### src/stm_pkg.sv
`timescale 1ns / 1ps
package stm_pkg;

    localparam int MAX_WORDS_DEF = 256;
    localparam int MAX_CHARS_DEF = 9;

    localparam int CH_W       = 8;
    localparam int IDX_OUT_W  = 8;
    localparam int OUT_DATA_W = 16;
    localparam int OUT_PAD_W  = OUT_DATA_W - 1 - IDX_OUT_W;

    // kind of input item, carried on tuser
    localparam logic FUNC_LOAD  = 1'b0;
    localparam logic FUNC_QUERY = 1'b1;

    typedef enum logic [2:0] {
        ST_IDLE,
        ST_LEN_RD,
        ST_LEN_CHK,
        ST_CHR_RD,
        ST_CHR_CHK,
        ST_DONE
    } t_state;

    typedef struct packed {
        logic take;
        logic scan_start;
        logic next_entry;
        logic chr_start;
        logic chr_next;
        logic set_hit;
        logic out_load;
    } t_cmd;

    typedef struct packed {
        logic query_end;
        logic query_over;
        logic idx_end;
        logic len_zero;
        logic len_eq;
        logic chr_eq;
        logic chr_last;
        logic out_free;
    } t_sts;

endpackage

### src/stm_ctrl.sv
`timescale 1ns / 1ps
module stm_ctrl import stm_pkg::*; (
    input  logic i_clk,
    input  logic i_rst_n,
    input  logic i_valid,
    output logic o_ready,
    output t_cmd o_cmd,
    input  t_sts i_sts
);

    t_state r_state;
    t_state n_state;

    always_ff @(posedge i_clk) begin
        if (!i_rst_n) begin
            r_state <= ST_IDLE;
        end else begin
            r_state <= n_state;
        end
    end

    always_comb begin
        n_state = r_state;
        o_ready = 1'b0;
        o_cmd   = '0;
        case (r_state)
            ST_IDLE: begin
                o_ready = 1'b1;
                if (i_valid) begin
                    o_cmd.take = 1'b1;
                    if (i_sts.query_end) begin
                        o_cmd.scan_start = 1'b1;
                        n_state = ST_LEN_RD;
                    end
                end
            end
            ST_LEN_RD: begin
                if (i_sts.query_over || i_sts.idx_end) begin
                    n_state = ST_DONE;
                end else begin
                    n_state = ST_LEN_CHK;
                end
            end
            ST_LEN_CHK: begin
                // an empty entry closes the searched part of the table
                if (i_sts.len_zero) begin
                    n_state = ST_DONE;
                end else if (!i_sts.len_eq) begin
                    o_cmd.next_entry = 1'b1;
                    n_state = ST_LEN_RD;
                end else begin
                    o_cmd.chr_start = 1'b1;
                    n_state = ST_CHR_RD;
                end
            end
            ST_CHR_RD: begin
                n_state = ST_CHR_CHK;
            end
            ST_CHR_CHK: begin
                if (!i_sts.chr_eq) begin
                    o_cmd.next_entry = 1'b1;
                    n_state = ST_LEN_RD;
                end else if (i_sts.chr_last) begin
                    o_cmd.set_hit = 1'b1;
                    n_state = ST_DONE;
                end else begin
                    o_cmd.chr_next = 1'b1;
                    n_state = ST_CHR_RD;
                end
            end
            ST_DONE: begin
                if (i_sts.out_free) begin
                    o_cmd.out_load = 1'b1;
                    n_state = ST_IDLE;
                end
            end
            default: begin
                n_state = ST_IDLE;
            end
        endcase
    end

endmodule

### config.mk
export PLATFORM = sky130hd
export DESIGN_NAME = stm_ctrl
export DESIGN_NICKNAME = d
export VERILOG_FILES = /design/src/stm_pkg.sv /design/src/stm_ctrl.sv
export SDC_FILE = /design/constraint.sdc
export NUM_CORES = 1
export LEC_CHECK = 0
export BUFFER_PORTS_ARGS = -buffer_cell sky130_fd_sc_hd__buf_2
export CAP_MARGIN = 10
export CORE_AREA = 2 2 39 41
export DETAILED_ROUTE_END_ITERATION = 7
export DIE_AREA = 0 0 41 43
export HOLD_SLACK_MARGIN = 0.05
export PLACE_DENSITY = 0.57
export SYNTH_ARGS = -nofsm -noshare
export SYNTH_HDL_FRONTEND = slang
export SYNTH_SLANG_ARGS = --single-unit
### constraint.sdc
create_clock -name i_clk -period 1.2 [get_ports i_clk]
set_clock_uncertainty 0.1 [all_clocks]
set_input_delay 0.06 -clock i_clk [delete_from_list [all_inputs] [get_ports i_clk]]
set_output_delay 0.06 -clock i_clk [all_outputs]
set_load 0.02 [all_outputs]
==> results.txt <==
* Type of element capturing the critical path: output port
* Violated checks: setup timing
* Worst min path class: in2reg
- Cts bufs inserted: 3
* Routability-driven placement congestion ratio: 0.6865
* Area occupied by registers: 71.32 um2
- The cell sitting at the root of the clock tree is a sky130_fd_sc_hd__clkbuf_4.
- Count of pins on the block boundary: 19
- EDFF count, synth: 0
* CTS sink cnt: 3
- For this run the aggregate overflow at the end of global routing stands at 0.
- Pwr Density: 1660 nW/um2
- Clock latency at the later pin of the worst-skew pair: 0.24 ns
* Num rows: 14
- Synthesized area divided by synthesized cell count: 8.538 um2
- Largest regs: r_state x3
* Final-report max-slew violation count: 0
* Syn Inst Count: 34
- Total setup violations reported at the end of the flow: 8
* Clock-pin transition on the worst setup and hold timing paths: 0.04 ns
- Number of flip-flops under the largest register name: 3
- The commonest cells after synthesis are sky130_fd_sc_hd__dfxtp_1, sky130_fd_sc_hd__nor2_1.
- The initial antenna violation count was 0.
- Measured slew at the worst slew-check pin: 0.2153 ns
- In this run the worst path has a maximum fanout of 6.
* DRC violations left: 0
- Static timing analysis puts the maximum clock frequency at 0.7487 GHz.
* Global Route met2 Usage: 0.1844
* Cell area after technology mapping: 290.3 um2
- Summing all placed instances gives a cell area of 440.4 um2.
- The startpoint identified for the worst register-to-register timing path is r_state[1]$_SDFFE_PN0P_.
- The count of cells in the finished layout, fillers not included, comes to 79.
* Setup TNS: -0.7523 ns
- After layout, the worst setup slack is -0.1357 ns.
- In the global route stage, met1 resource usage came out at 0.1286.
- Critical Path Start Type: register
- For this configuration, the core starts out at a cell density of 0.2098.
* Sequential share of the synthesized area: 0.2069
- The count of nets left with antenna violations once routing finished came out at 0.
- Data on the critical path arrives at its endpoint at 1.18 ns.
- Clock tree from TritonCTS: done
- Wirelength per Cell: 11.29 um
- Max Buffers Root-to-Sink: 2
- Measured in cells, the most critical reg-to-reg path has a length of 4.
- Detailed placer's ending HPWL: 630.7 um
- The worst hold path passes through 4 cells.
- The first TritonRoute pass finished after 2 iterations.
- In this run the tightest slew margin relative to its limit is 0.8554.
* Horiz. Die Dim: 41 um
- The detailed router placed 370 vias in this run.
- Number of cells in the design after placement: 68
- For hold timing, the worst endpoint is r_state[0]$_SDFFE_PN0P_.
- Among all flip-flop cells after synthesis, the most frequent one is sky130_fd_sc_hd__dfxtp_1.
- Startpoint of the most critical hold path: i_sts[5]
* Net count after synthesis: 45
- The number of endpoints with negative hold slack in the final report came to 0.
- From bottom edge to top edge, the die measures 43 um.
* Largest net degree at the start of global routing: 14
- The register with the most flip-flops in the final layout is r_state.
- VDD sags by at most 0.7127 mV.
* Leak Pwr: 0.2572 nW
- The endpoint identified for the worst register-to-register timing path is r_state[0]$_SDFFE_PN0P_.
- Global route hottest layer: met2
- Total of max-cap violations: 0
- Via count of the first global-routing pass: 341
- The critical path is of the reg2out type.
* DRT Wirelength: 892 um
* Growth of design area from synthesis to finish: 104.3%
* Vias per cell: 4.684
- 0 antenna diodes ended up in the layout.
- The share of synthesized area in the top cell type comes to 0.2069.
- Run status: finished with violations
- In this run the number of H-tree levels came out at 1.
- The finished cells cover 593.1 um2.
- Setup repair after global routing missed its margin: yes
* Top cells by area, synth: sky130_fd_sc_hd__dfxtp_1, sky130_fd_sc_hd__nor4b_4, sky130_fd_sc_hd__and3_2
- Wire length of the first global-routing pass: 1.359 mm
- Placeable core region: 1384 um2
- YS warnings: 0
- Fraction of synthesis flops using an asynchronous set or reset pin: 0
- In the global route stage, overall resource usage came out at 0.1175.
* Post-route worst hold slack: 0.1402 ns
- At the worst endpoint, the required time is 1.04 ns.
* DIE AREA: 1763 um2
* Count of cell types in the netlist: 25
- Multi-input gate area: 277.8 um2
* Fraction of final layout cells with drive strength greater than 1: 0.6984
- Dividing the final minimum period by the clock period gives 1.113.
- The setup check on the worst reg-to-reg path leaves a slack of -0.02 ns.
- In the global route stage, met3 resource usage came out at 0.07853.
- The synthesized design spends more area on one cell type than any other, namely sky130_fd_sc_hd__dfxtp_1.
* Filler Cell Count: 143
- The worst path in the final design needs a cycle of 1.336 ns, including I/O delays and setup.
- Synthesis inferred 3 register bits.
- NumNets Final: 75
* # port buffers: 18
- Number of DRC violations after detailed-routing iteration 0: 1
metal layers:
layer	part of all wire	vias to the layer above	routed length [um]
met5	0	-	0
met4	0	0	0
met3	0.066	0	59
met2	0.51	12	456
met1	0.42	168	375
li1	-	190	-
worst max-delay path by stage:
| stage | endpoint | from | slack, ns | cells after the start |
|---|---|---|---|---|
| final | o_cmd[1] | r_state[1]$_SDFFE_PN0P_ | -0.14 | 3 |
| after global routing | o_cmd[2] | r_state[1]$_SDFFE_PN0P_ | -0.19 | 3 |
| after CTS | o_cmd[5] | r_state[1]$_SDFFE_PN0P_ | -0.15 | 4 |
| after detailed placement | r_state[1]$_SDFFE_PN0P_ | r_state[2]$_SDFFE_PN0P_ | 0.03 | 3 |
| after global placement | r_state[1]$_SDFFE_PN0P_ | r_state[2]$_SDFFE_PN0P_ | 0.03 | 3 |
| after floorplan | r_state[1]$_SDFFE_PN0P_ | r_state[1]$_SDFFE_PN0P_ | -0.03 | 3 |
power breakdown:
| part | switching [mW] | internal (mW) | total (mW) | leakage, nW |
|---|---|---|---|---|
| registers | 0.115 | 0.147 | 0.262 | 0.0267 |
| logic | 0.228 | 0.312 | 0.540 | 0.216 |
| clock network | 0.0580 | 0.125 | 0.183 | 0.0150 |
| total | 0.401 | 0.584 | 0.985 | 0.257 |
cell type report:
| cell class | count | area share |
|---|---|---|
| sequential | 3 | 0.1203 |
| tap | 16 | 0.03376 |
| clock buffer | 4 | 0.04430 |
| timing repair buffer | 26 | 0.3333 |
| multi-input combinational | 30 | 0.4684 |
cell families (layout without fill, tap and decap cells):
logic type / count (synthesis) / after routing / share of synthesized area
simple gates: 20 / 20 / 0.4872
flops: 3 / 3 / 0.2069
compound gates: 10 / 10 / 0.2802
buf+inv: 1 / 30 / 0.02587
worst max-delay path, cell delays in order, from the launching register on:
cell	delay [ns]
sky130_fd_sc_hd__dfxtp_4	0.37
sky130_fd_sc_hd__and2b_2	0.23
sky130_fd_sc_hd__and4b_2	0.21
sky130_fd_sc_hd__buf_6	0.13
repair_timing:
item | 4_1_cts | 5_1_grt
gates resized for setup | 18 | 4
endpoints found under the hold margin | 3 | 0
setup endpoints to repair | 8 | 11
pin swaps | 7 | 4
hold buffers | 2 | 0
buffers inserted | 4 | 1
placed cells by master (no fill, tap or decap), types with 2 or more instances in the layout:
cell / instances
sky130_fd_sc_hd__buf_2: 10
sky130_fd_sc_hd__buf_4: 8
sky130_fd_sc_hd__buf_6: 6
sky130_fd_sc_hd__clkbuf_4: 3
sky130_fd_sc_hd__o21ai_0: 2
sky130_fd_sc_hd__a21oi_1: 2
sky130_fd_sc_hd__nor2_1: 3
sky130_fd_sc_hd__dfxtp_4: 3
sky130_fd_sc_hd__dlygate4sd3_1: 2
per-stage QoR:
step	total power, mW	util	setup WS (ns)
2_1_floorplan	0.5525	-	-0.02527
3_3_place_gp	0.6358	0.3183	0.02900
3_5_place_dp	0.6429	0.3183	0.02817
4_1_cts	0.9313	0.4150	-0.1534
5_1_grt	1.047	0.4286	-0.1875
6_report	0.9847	0.4286	-0.1357
No activity file was read; power rests on OpenSTA's default activity.
